$ cat src/hdl/single_precision_multiplier_assert.svh
// Assertion macros for the single-precision multiplier.
// Each macro expects clk and arst_n in scope.
`ifndef SINGLE_PRECISION_MULTIPLIER_ASSERT_SVH
`define SINGLE_PRECISION_MULTIPLIER_ASSERT_SVH

// Check an implication on every clock edge outside reset.
`define SPM_ASSERT(name, prop, msg) \
	name: assert property (@(posedge clk) disable iff (!arst_n) prop) else $error(msg);

// Check that a condition holds whenever a qualifier is high.
`define SPM_ASSERT_WHEN(name, cond, prop, msg) \
	name: assert property (@(posedge clk) disable iff (!arst_n) (cond) |-> (prop)) \
		else $error(msg);

`endif

$ cat src/hdl/spm_pkg.sv
// ---------------------------------------------------------------------------
// spm_pkg
// Types and constants shared by the single-precision multiplier stages.
// ---------------------------------------------------------------------------
`default_nettype none

package spm_pkg;

	localparam int unsigned FracW = 23;
	localparam int unsigned ExpW = 8;
	localparam int unsigned LowBits = 10;
	localparam int unsigned HighBits = FracW + 1 - LowBits;
	localparam int unsigned ProdW = 2 * HighBits;
	localparam int unsigned EW = 10;

	localparam logic [ExpW-1:0] ExpAll1 = 8'd255;
	localparam logic [ExpW-1:0] ExpZero = 8'd0;
	localparam logic signed [EW-1:0] ExpBias = 10'sd127;
	localparam logic signed [EW-1:0] ExpMaxFin = 10'sd254;
	localparam logic [31:0] NanBits = 32'h7FFF_FFFF;

	typedef enum logic [1:0] {
		SP_NONE,
		SP_NAN,
		SP_INF,
		SP_ZERO
	} special_t;

	// partial products and decoded operands
	typedef struct packed {
		logic sgn;
		special_t special;
		logic signed [EW-1:0] exp;
		logic [ProdW-1:0] pp_hh;
		logic [HighBits-1:0] pp_hl;
		logic [HighBits-1:0] pp_lh;
	} stage1_t;

	// normalized significand with guard, round and sticky
	typedef struct packed {
		logic sgn;
		special_t special;
		logic signed [EW-1:0] exp;
		logic [FracW:0] mant;
		logic g;
		logic r;
		logic s;
	} stage2_t;

endpackage

`default_nettype wire

$ cat src/hdl/spm_prep.sv
// ---------------------------------------------------------------------------
// spm_prep
// First stage: decode operands, flag special cases, form partial products.
// ---------------------------------------------------------------------------
`default_nettype none

module spm_prep import spm_pkg::*; (
	input  wire logic clk,
	input  wire logic arst_n,
	input  wire logic in_valid,
	output logic in_ready,
	input  wire logic [31:0] a,
	input  wire logic [31:0] b,
	output logic out_valid,
	input  wire logic out_ready,
	output stage1_t out_data
);

	logic valid_s1;
	stage1_t data_s1;
	stage1_t nxt;
	logic [ExpW-1:0] ex, ey;
	logic [FracW-1:0] fx, fy;
	logic [FracW:0] mx, my;
	logic [2*HighBits-1:0] hl_full, lh_full;

	always_comb begin
		ex = a[30:23];
		ey = b[30:23];
		fx = a[FracW-1:0];
		fy = b[FracW-1:0];
		mx = {1'b1, fx};
		my = {1'b1, fy};
		nxt.sgn = a[31] ^ b[31];
		priority if ((ex == ExpAll1 && fx != '0) || (ey == ExpAll1 && fy != '0) ||
				(ex == ExpAll1 && ey == ExpZero) || (ex == ExpZero && ey == ExpAll1)) begin
			nxt.special = SP_NAN;
		end else if (ex == ExpAll1 || ey == ExpAll1) begin
			nxt.special = SP_INF;
		end else if (ex == ExpZero || ey == ExpZero) begin
			nxt.special = SP_ZERO;
		end else begin
			nxt.special = SP_NONE;
		end
		nxt.exp = $signed({2'b00, ex}) + $signed({2'b00, ey}) - ExpBias;
		nxt.pp_hh = mx[FracW:LowBits] * my[FracW:LowBits];
		hl_full = mx[FracW:LowBits] * {4'b0, my[LowBits-1:0]};
		lh_full = {4'b0, mx[LowBits-1:0]} * my[FracW:LowBits];
		// drop the low bits of the cross products
		nxt.pp_hl = hl_full[2*HighBits-1-(HighBits-LowBits) -: HighBits];
		nxt.pp_lh = lh_full[2*HighBits-1-(HighBits-LowBits) -: HighBits];
	end

	assign in_ready = !valid_s1 || out_ready;

	always_ff @(posedge clk or negedge arst_n) begin
		if (!arst_n) begin
			valid_s1 <= 1'b0;
		end else if (in_ready) begin
			valid_s1 <= in_valid;
		end
	end

	always_ff @(posedge clk) begin
		if (in_valid && in_ready) begin
			data_s1 <= nxt;
		end
	end

	assign out_valid = valid_s1;
	assign out_data = data_s1;

endmodule

`default_nettype wire

$ cat src/hdl/spm_norm.sv
// ---------------------------------------------------------------------------
// spm_norm
// Second stage: sum partial products, normalize, extract guard/round/sticky.
// ---------------------------------------------------------------------------
`default_nettype none

module spm_norm import spm_pkg::*; (
	input  wire logic clk,
	input  wire logic arst_n,
	input  wire logic in_valid,
	output logic in_ready,
	input  stage1_t in_data,
	output logic out_valid,
	input  wire logic out_ready,
	output stage2_t out_data
);

	logic valid_s2;
	stage2_t data_s2;
	stage2_t nxt;
	logic [ProdW-1:0] prod;

	always_comb begin
		prod = in_data.pp_hh + {{(ProdW-HighBits){1'b0}}, in_data.pp_hl}
			+ {{(ProdW-HighBits){1'b0}}, in_data.pp_lh};
		nxt.sgn = in_data.sgn;
		nxt.special = in_data.special;
		if (prod[ProdW-1]) begin
			nxt.exp = in_data.exp + 10'sd1;
			nxt.mant = prod[ProdW-1:4];
			nxt.g = prod[3];
			nxt.r = prod[2];
			nxt.s = prod[1] | prod[0];
		end else begin
			nxt.exp = in_data.exp;
			nxt.mant = prod[ProdW-2:3];
			nxt.g = prod[2];
			nxt.r = prod[1];
			nxt.s = prod[0];
		end
	end

	assign in_ready = !valid_s2 || out_ready;

	always_ff @(posedge clk or negedge arst_n) begin
		if (!arst_n) begin
			valid_s2 <= 1'b0;
		end else if (in_ready) begin
			valid_s2 <= in_valid;
		end
	end

	always_ff @(posedge clk) begin
		if (in_valid && in_ready) begin
			data_s2 <= nxt;
		end
	end

	assign out_valid = valid_s2;
	assign out_data = data_s2;

endmodule

`default_nettype wire

$ cat src/hdl/spm_round.sv
// ---------------------------------------------------------------------------
// spm_round
// Third stage: round to nearest even, check range, pack the result word.
// ---------------------------------------------------------------------------
`default_nettype none

module spm_round import spm_pkg::*; (
	input  wire logic clk,
	input  wire logic arst_n,
	input  wire logic in_valid,
	output logic in_ready,
	input  stage2_t in_data,
	output logic out_valid,
	input  wire logic out_ready,
	output logic [31:0] out_bits
);

	logic valid_s3;
	logic [31:0] bits_s3;
	logic [31:0] nxt;
	logic inc;
	logic [FracW+1:0] m25;
	logic signed [EW-1:0] e;

	always_comb begin
		inc = in_data.g && (in_data.r || in_data.s || in_data.mant[0]);
		m25 = {1'b0, in_data.mant} + {{(FracW+1){1'b0}}, inc};
		e = in_data.exp + $signed({{(EW-1){1'b0}}, m25[FracW+1]});
		unique case (in_data.special)
			SP_NAN: nxt = NanBits;
			SP_INF: nxt = {in_data.sgn, ExpAll1, {FracW{1'b0}}};
			SP_ZERO: nxt = {in_data.sgn, ExpZero, {FracW{1'b0}}};
			default: begin
				priority if (e > ExpMaxFin) begin
					nxt = {in_data.sgn, ExpAll1, {FracW{1'b0}}};
				end else if (e <= 10'sd0) begin
					nxt = {in_data.sgn, ExpZero, {FracW{1'b0}}};
				end else begin
					nxt = {in_data.sgn, e[ExpW-1:0], m25[FracW-1:0]};
				end
			end
		endcase
	end

	assign in_ready = !valid_s3 || out_ready;

	always_ff @(posedge clk or negedge arst_n) begin
		if (!arst_n) begin
			valid_s3 <= 1'b0;
		end else if (in_ready) begin
			valid_s3 <= in_valid;
		end
	end

	always_ff @(posedge clk) begin
		if (in_valid && in_ready) begin
			bits_s3 <= nxt;
		end
	end

	assign out_valid = valid_s3;
	assign out_bits = bits_s3;

endmodule

`default_nettype wire

$ cat src/hdl/single_precision_multiplier.sv
// ---------------------------------------------------------------------------
// single_precision_multiplier
// Binary32 multiplier, flush-to-zero, truncated significand product.
// ---------------------------------------------------------------------------
// Takes one word of two operands per cycle and returns one product word per
// cycle while m_tready is high; each word passes through the register stages
// in order (partial products, sum and normalize, round and pack). A stalled
// output holds only the stages that are full, so bubbles are squeezed out.
`default_nettype none

module single_precision_multiplier import spm_pkg::*; (
	input  wire logic clk,
	input  wire logic arst_n,
	input  wire logic s_tvalid,
	output logic s_tready,
	input  wire logic [63:0] s_tdata, // operand_a[31:0], operand_b[63:32]
	output logic m_tvalid,
	input  wire logic m_tready,
	output logic [31:0] m_tdata // product_bits[31:0]
);

	`include "single_precision_multiplier_assert.svh"

	logic v1, r2, v2, r3;
	stage1_t d1;
	stage2_t d2;

	spm_prep u_prep (
		.clk(clk), .arst_n(arst_n),
		.in_valid(s_tvalid), .in_ready(s_tready),
		.a(s_tdata[31:0]), .b(s_tdata[63:32]),
		.out_valid(v1), .out_ready(r2), .out_data(d1)
	);

	spm_norm u_norm (
		.clk(clk), .arst_n(arst_n),
		.in_valid(v1), .in_ready(r2), .in_data(d1),
		.out_valid(v2), .out_ready(r3), .out_data(d2)
	);

	spm_round u_round (
		.clk(clk), .arst_n(arst_n),
		.in_valid(v2), .in_ready(r3), .in_data(d2),
		.out_valid(m_tvalid), .out_ready(m_tready), .out_bits(m_tdata)
	);

	`SPM_ASSERT(a_s1_hold, (v1 && !r2) |=> (v1 && $stable(d1)), "stage 1 lost a stalled word")
	`SPM_ASSERT_WHEN(a_norm_msb, v2 && d2.special == SP_NONE, d2.mant[FracW], "significand not normalized")
	`SPM_ASSERT_WHEN(a_all1_exp, m_tvalid && m_tdata[30:23] == ExpAll1, m_tdata[22:0] == '0 || m_tdata == NanBits, "bad infinity or NaN encoding")

endmodule

`default_nettype wire

$ cat config.mk
export PLATFORM = sky130hd
export DESIGN_NAME = single_precision_multiplier
export DESIGN_NICKNAME = d
export VERILOG_FILES = /design/src/hdl/spm_pkg.sv /design/src/hdl/spm_prep.sv /design/src/hdl/spm_norm.sv /design/src/hdl/spm_round.sv /design/src/hdl/single_precision_multiplier.sv
export VERILOG_INCLUDE_DIRS = /design/src /design/src/hdl
export SDC_FILE = /design/constraint.sdc
export NUM_CORES = 1
export LEC_CHECK = 0
export BUFFER_PORTS_ARGS = -buffer_cell sky130_fd_sc_hd__buf_2
export CAP_MARGIN = 20
export CORE_MARGIN = 8
export CORE_UTILIZATION = 65
export CTS_CLUSTER_SIZE = 30
export DETAILED_ROUTE_END_ITERATION = 16
export PLACE_DENSITY = 0.83
export SYNTH_ARGS = -nofsm -noshare
export SYNTH_HDL_FRONTEND = slang
export SYNTH_SLANG_ARGS = --single-unit
$ cat constraint.sdc
create_clock -name clk -period 4.6 [get_ports clk]
set_input_delay 0.46 -clock clk [delete_from_list [all_inputs] [get_ports clk]]
set_output_delay 0.46 -clock clk [all_outputs]
set_load 0.1 [all_outputs]
==> run_results.csv, run 1 <==
group,metric,value,unit
status,status,"finished with violations",
status,violations,"negative setup slack",
grt,grt_pass1_wl,95.1,mm
timing,max_freq,175,MHz
setup_path,crit_path_top_delay_cell,"fa_1",
pwr,p_int,0.0121,W
synthesis,ys_seq_area_share,19.4,%
timing,tightest_slew,994,ps
grt,track_usage,29.0,%
setup_path,path_buf_inv,6,
cts,clk_latency,410,ps
synthesis,synth_nets,2949,
setup_path,cp-end-kind,"flip-flop",
timing,post-route-period-util,124,%
detailed_routing,drtPass1Iterations,5,
synthesis,netlist_instances,2302,
run,cap_violations,0,
layout,fin_nets,3239,
hold_path,hold_end,"u_prep.out_valid",
timing,final-setup-viol-count,46,
layout,area_delta_synth_final,17.7,%
grt,antenna_found_initial,3,
floorplan,initial_core_util,66.1,%
placement,detailedPlace.worstSlack,-1660,ps
placement,port_buffers,101,
detailed_routing,wl_per_cell,19.0,um
pwr,power_leakage,12.9,nW
placement,gp_congestion,0.945,
grt,grt_pass1_vias,19000,
timing,post-route-min-period,5700,ps
timing,maxSlewHeadroom,33.8,%
cts,cts_inserted_buffers,17,
floorplan,core_region_area,33600,um2
floorplan,num_rows,67,
detailed_routing,viasPerCell,5.74,
setup_path,cp_cell_sequence,"buf_2 > buf_4 > and2_4 > fa_1 > inv_1 > fa_1 > inv_1 > fa_1 > fa_1 > fa_1 > inv_1 > fa_1 > inv_1 > ha_4 > and3_4 > a221oi_2 > o211ai_1 > a311oi_2 > o21bai_2 > a21o_1 > a21o_1 > a21oi_2 > xnor2_1",
synthesis,synth_seq_cells,144,
synthesis,synth-edff-count,141,
cts,root_buffer,"clkbuf_16",
floorplan,die_h,201,um
synthesis,post_synth.cell_area_avg,9.65,um2
synthesis,ys.flop_type,"edfxtp_1",
setup_path,path_class,"in -> reg",
synthesis,yosysUniqueCellTypes,74,
floorplan,dieArea,40300,um2
hold_path,worstHoldStart,"s_tvalid",
grt,grt_start_max_net_pins,42,
cts,cts.sinks,144,
hold_path,whs_path_depth,2,
detailed_routing,via_count,17500,
hold_path,hold_path_class,"in -> reg",
setup_path,path_max_fanout,5,
cts,tritoncts,"built",
setup_path,r2r_start,"u_norm.out_data[2]",
detailed_routing,first_iter_violations,1419,
setup_path,arrival,5860,ps
pwr,p_per_area,867,nW/um2
setup_path,slowest_delay,490,ps
layout,fill_cells,2068,
floorplan,io_pins,102,
cts,h-tree-depth,4,
detailed_routing,route.detailed.drc,0,
cts,cts_buffer_depth,2,
pwr,clkPwrFrac,5.9,%
detailed_routing,drt_wl_total,58.1,mm
pwr,vdd_drop_max,0.000921,V
timing,hold_violations,0,
setup_path,r2r-end,"u_round.out_bits[10]",
grt,grt.overflow.total,0,
cts,clk_pin_slew,60,ps
pwr,p_sw_share,46.6,%
synthesis,yosysWarnings,0,
timing,skew,9.37,ps
pwr,fin_total_pwr,0.0227,W
pwr,power_frac_comb,80.7,%
placement,hpwl,46.2,mm
timing,rsz0062_at_grt,"yes",
setup_path,cp_data_required_time,4760,ps
setup_path,ff2ff_setup_slack,400,ps
setup_path,r2r_cells,16,
layout,drive_gt1_share,18.9,%
synthesis,synth.cell_area,22200,um2
setup_path,critPathMostFrequentCell,"fa_1",
detailed_routing,drtAntennaViolNets,0,
synthesis,async_flop_share,2.08,%
setup_path,cp_top_family,"adder cells",
pwr,seqPwrFrac,13.4,%
pwr,power_switching,0.0105,W
timing,report.final.slew_viol_count,0,
timing,layout_setup_ws,-1100,ps
floorplan,die_w,201,um
setup_path,startpoint_type,"input pin",
-- worst max path at each step --
stage | start | end | slack (ps) | cells past startpoint
after floorplan | s_tdata[15] | u_prep.out_data[49] | -1340 | 24
after global placement | s_tdata[15] | u_prep.out_data[53] | -1590 | 23
after detailed placement | s_tdata[16] | u_prep.out_data[53] | -1660 | 22
after global routing | s_tdata[15] | u_prep.out_data[53] | -1280 | 23
after CTS | s_tdata[15] | u_prep.out_data[49] | -1060 | 24
final | s_tdata[17] | u_prep.out_data[49] | -1100 | 23
-- placed cells by master, fill, tap and decap left out, types with 6 or more instances in the layout --
cell | netlist | layout
inv_1 | 421 | 408
o31ai_1 | 6 | 6
buf_2 | 7 | 96
inv_6 | 0 | 6
xnor2_1 | 79 | 75
edfxtp_1 | 141 | 141
o21bai_1 | 12 | 10
nand2b_1 | 10 | 10
buf_4 | 1 | 236
o21ai_0 | 52 | 48
nor2b_1 | 12 | 11
and3_1 | 20 | 18
nand2_1 | 295 | 294
ha_4 | 0 | 7
a21oi_2 | 1 | 15
inv_2 | 0 | 11
a21oi_1 | 61 | 45
and2_1 | 180 | 171
nor2_1 | 81 | 78
o21a_1 | 15 | 15
and2_4 | 1 | 8
o21ai_1 | 8 | 8
nor4_1 | 12 | 12
nand3_1 | 34 | 32
a21o_1 | 28 | 28
xor2_1 | 44 | 39
nand4_1 | 17 | 17
clkbuf_16 | 0 | 17
nor3_1 | 19 | 17
and4_1 | 7 | 7
buf_6 | 1 | 18
fa_1 | 343 | 342
ha_1 | 236 | 229
-- logic make-up after synthesis --
family	Yosys count	synth area share, %
muxes	5	0.225
AOI/OAI and AO/OA	234	6.94
adders and majority gates	579	44.2
buffers and inverters	508	8.68
and+or+nand+nor	707	15.6
xor gates and xnor gates	125	5.00
DFF	144	19.4
-- registers in the layout, indices dropped and copies added, names as in the netlist --
name	count
u_prep.out_data	69
u_norm.out_data	40
u_round.out_bits	32
u_norm.out_valid	1
u_prep.out_valid	1
u_round.out_valid	1
-- per-stage QoR --
step                setup TNS (ps)  hold slack (ps)  area (um2)  instances  utilization (%)
finish                      -29870              255       26100       3055             77.8
global route                -36830              256       26100       3055             77.8
CTS                         -28650              243       26000       3049             77.3
detailed placement          -55700              259       25000       3012             74.3
global placement            -50760              255       25000       3012             74.3
floorplan                   -24640              164       22500       2302                -
-- final cells by class --
cell class                 count  area (um2)  area share, %
tap                          448         561           2.14
multi-input combinational   1650       16500           63.2
clock buffer                  17         425           1.63
clock inverter                15         150          0.574
inverter                     421        1590           6.07
timing repair buffer         358        2590           9.90
antenna                        2        5.00         0.0191
sequential                   144        4310           16.5
-- power by group through the flow --
stage	Clock (W)	Combinational, W	Sequential [W]
2_1_floorplan	0	0.0104	0.00320
3_3_place_gp	0	0.0157	0.00302
6_report	0.00133	0.0183	0.00304
3_5_place_dp	0	0.0166	0.00306
5_1_grt	0.00141	0.0200	0.00310
4_1_cts	0.00135	0.0176	0.00304
-- synthesized netlist by cell type (20+ instances only) --
| cell type | number | area (um2) |
|---|---|---|
| nand3_1 | 34 | 170 |
| clkbuf_1 | 76 | 285 |
| xnor2_1 | 79 | 692 |
| xor2_1 | 44 | 385 |
| edfxtp_1 | 141 | 4230 |
| and3_1 | 20 | 125 |
| a21o_1 | 28 | 210 |
| nor2_1 | 81 | 304 |
| inv_1 | 421 | 1580 |
| nand2_1 | 295 | 1110 |
| o21ai_0 | 52 | 260 |
| fa_1 | 343 | 6870 |
| ha_1 | 236 | 2950 |
| a21oi_1 | 61 | 305 |
| and2_1 | 180 | 1130 |
-- what timing repair did --
action | CTS | global route
endpoints found under the hold margin | 3 | 0
hold buffers | 1 | 0
setup endpoints to repair | 47 | 72
resized for setup | 80 | 22
setup buffers | 11 | 4
pin swaps | 42 | 12
-- per-layer routing --
metal	track usage, %	part of all wire [%]	vias to the layer above
met4	12.0	4.5	2
li1	-	-	7876
met1	34.4	37	8574
met3	6.63	9.1	199
met2	50.2	49	886
met5	0	0.022	-
Note: power is estimated with default switching activity, not from simulation.
==> run 2, diff against run 1 <==
Settings changed: CORE_UTILIZATION 65 to 56, PLACE_DENSITY 0.83 to 0.72.
==> run 2 against run 1 <==
Net effect: the flow still finishes with violations (negative setup slack); core utilization down 9.5 points; cell count grew 3.2%; sequential cell count stayed put; non-clock buffer count increased by 23; largest cell class unchanged; critical endpoint unchanged; global-route usage is 4.7 points lower; count of clock-buffer cells in the layout unchanged; clock skew barely moved; wire length down 3.9%; fmax shrank 1.4%; sequential share of layout area fell by 0.48 points; setup slack worse by 83 ps.
==> run_results.csv, run 2 (synthesized netlist as in run 1, its figures left out) <==
group,metric,value,unit
status,status,"finished with violations",
status,violations,"negative setup slack",
cts,cts.sinks,144,
run,cap_violations,0,
layout,final_common_cell,"inv_1",
timing,hold_violations,0,
layout,final_cell_area,26900,um2
detailed_routing,wl_per_cell,17.7,um
timing,post-route-period-util,126,%
placement,placed_area,25100,um2
grt,grt_start_max_net_pins,43,
hold_path,hold_path_class,"in -> reg",
detailed_routing,route.detailed.drc,0,
layout,final_util,68.2,%
layout,fill_cells,2987,
cts,clk_latency,420,ps
placement,port_buffers,101,
setup_path,path_max_fanout,3,
floorplan,io_pins,102,
setup_path,cp_data_required_time,4770,ps
cts,clk_pin_slew,60,ps
timing,final-setup-viol-count,46,
layout,ff_latch_area,4310,um2
detailed_routing,via_count,17000,
detailed_routing,drtPass1Iterations,5,
floorplan,core_region_area,39500,um2
layout,area_delta_synth_final,21.2,%
floorplan,num_rows,73,
layout,multi_input_area,16900,um2
layout,final_cell_mix,"inv_1, fa_1, nand2_1",
setup_path,cp-end-kind,"flip-flop",
layout,largest_reg_flops,69,
timing,hold-worst-slack,243,ps
cts,root_buffer,"clkbuf_16",
layout,fin_nets,3262,
floorplan,die_w,215,um
timing,report.final.slew_viol_count,0,
cts,tritoncts,"built",
timing,tightest_slew,993,ps
floorplan,die_h,215,um
grt,grt.overflow.total,0,
placement,hpwl,45.6,mm
cts,cts_buffer_depth,2,
floorplan,dieArea,46300,um2
setup_path,path_class,"in -> reg",
placement,gp_congestion,0.930,
detailed_routing,viasPerCell,5.40,
floorplan,initial_core_util,56.3,%
detailed_routing,drtAntennaViolNets,0,
setup_path,arrival,5950,ps
detailed_routing,drt_wl_total,55.9,mm
timing,max_freq,173,MHz
timing,rsz0062_at_grt,"yes",
grt,track_usage,24.2,%
detailed_routing,first_iter_violations,1057,
timing,maxSlewHeadroom,33.8,%
grt,grt_pass1_vias,18700,
timing,layout_setup_ws,-1190,ps
grt,antenna_found_initial,1,
layout,drive_gt1_share,21.8,%
cts,cts_inserted_buffers,17,
setup_path,startpoint_type,"input pin",
grt,grt_pass1_wl,91.9,mm
timing,post-route-min-period,5790,ps
cts,h-tree-depth,4,
timing,skew,9.16,ps
[run 2: worst max-delay path: stages]
cell      delay (ps)
buf_8            110
and2_4           140
fa_1             530
inv_1             50
fa_1             470
inv_1             50
fa_1             490
inv_1             60
fa_1             480
inv_1             50
fa_1             490
inv_2             40
fa_1             480
inv_2             50
ha_4             240
a21o_1           160
a221oi_2         300
o211ai_1         180
a311oi_2         340
o21bai_2         140
a21o_1           210
a21o_1           190
a21oi_2          160
xnor2_1           70
[run 2: cell type report]
type	count	area share (%)
Antenna cell	1	0.00930
Timing Repair Buffer	381	10.8
Clock inverter	15	0.562
Tap cell	525	2.44
Clock buffer	17	1.58
Sequential cell	144	16.0
Multi-Input combinational cell	1650	62.7
Inverter	421	5.92
[run 2: timing repair]
action | CTS | global route
pin swaps | 48 | 63
gates resized for setup | 74 | 146
hold buffers | 1 | 0
endpoints found under the setup margin | 47 | 50
buffers inserted | 16 | 24
hold endpoints to repair | 3 | 0
[run 2: worst paths after layout]
check / startpoint / endpoint / slack, ps / cells after the start
setup reg to reg: u_norm.out_data[2] / u_round.out_bits[12] / 610 / 17
setup / recovery: s_tdata[15] / u_prep.out_data[49] / -1190 / 24
hold reg to reg: u_prep.out_data[67] / u_norm.out_data[38] / 420 / 0
max in group asynchronous: arst_n / u_prep.out_valid / 4130 / 2
min in group asynchronous: arst_n / u_norm.out_valid / 370 / 2
hold / removal: s_tvalid / u_prep.out_valid / 240 / 2
[run 2: layer usage]
| metal | GRT usage (%) | share of wire [%] | up-vias | wire, um |
|---|---|---|---|---|
| met3 | 3.24 | 5.7 | 118 | 3170 |
| met4 | 8.31 | 4.0 | 0 | 2210 |
| met1 | 30.5 | 41 | 8469 | 23100 |
| met5 | 0 | 0 | - | 0 |
| met2 | 42.6 | 49 | 535 | 27400 |
| li1 | - | - | 7908 | - |
[run 2: stage by stage]
stage	instances	TNS (ps)	setup WS [ps]
after floorplan	2302	-24640	-1340
after global placement	3095	-54540	-1710
after detailed placement	3095	-58240	-1770
after CTS	3135	-30040	-1150
after global routing	3154	-34120	-1390
final	3154	-27830	-1190
Power of run 2 is not shown: default switching activity piles up to over one toggle a cycle in this logic, so the estimate is an artifact.
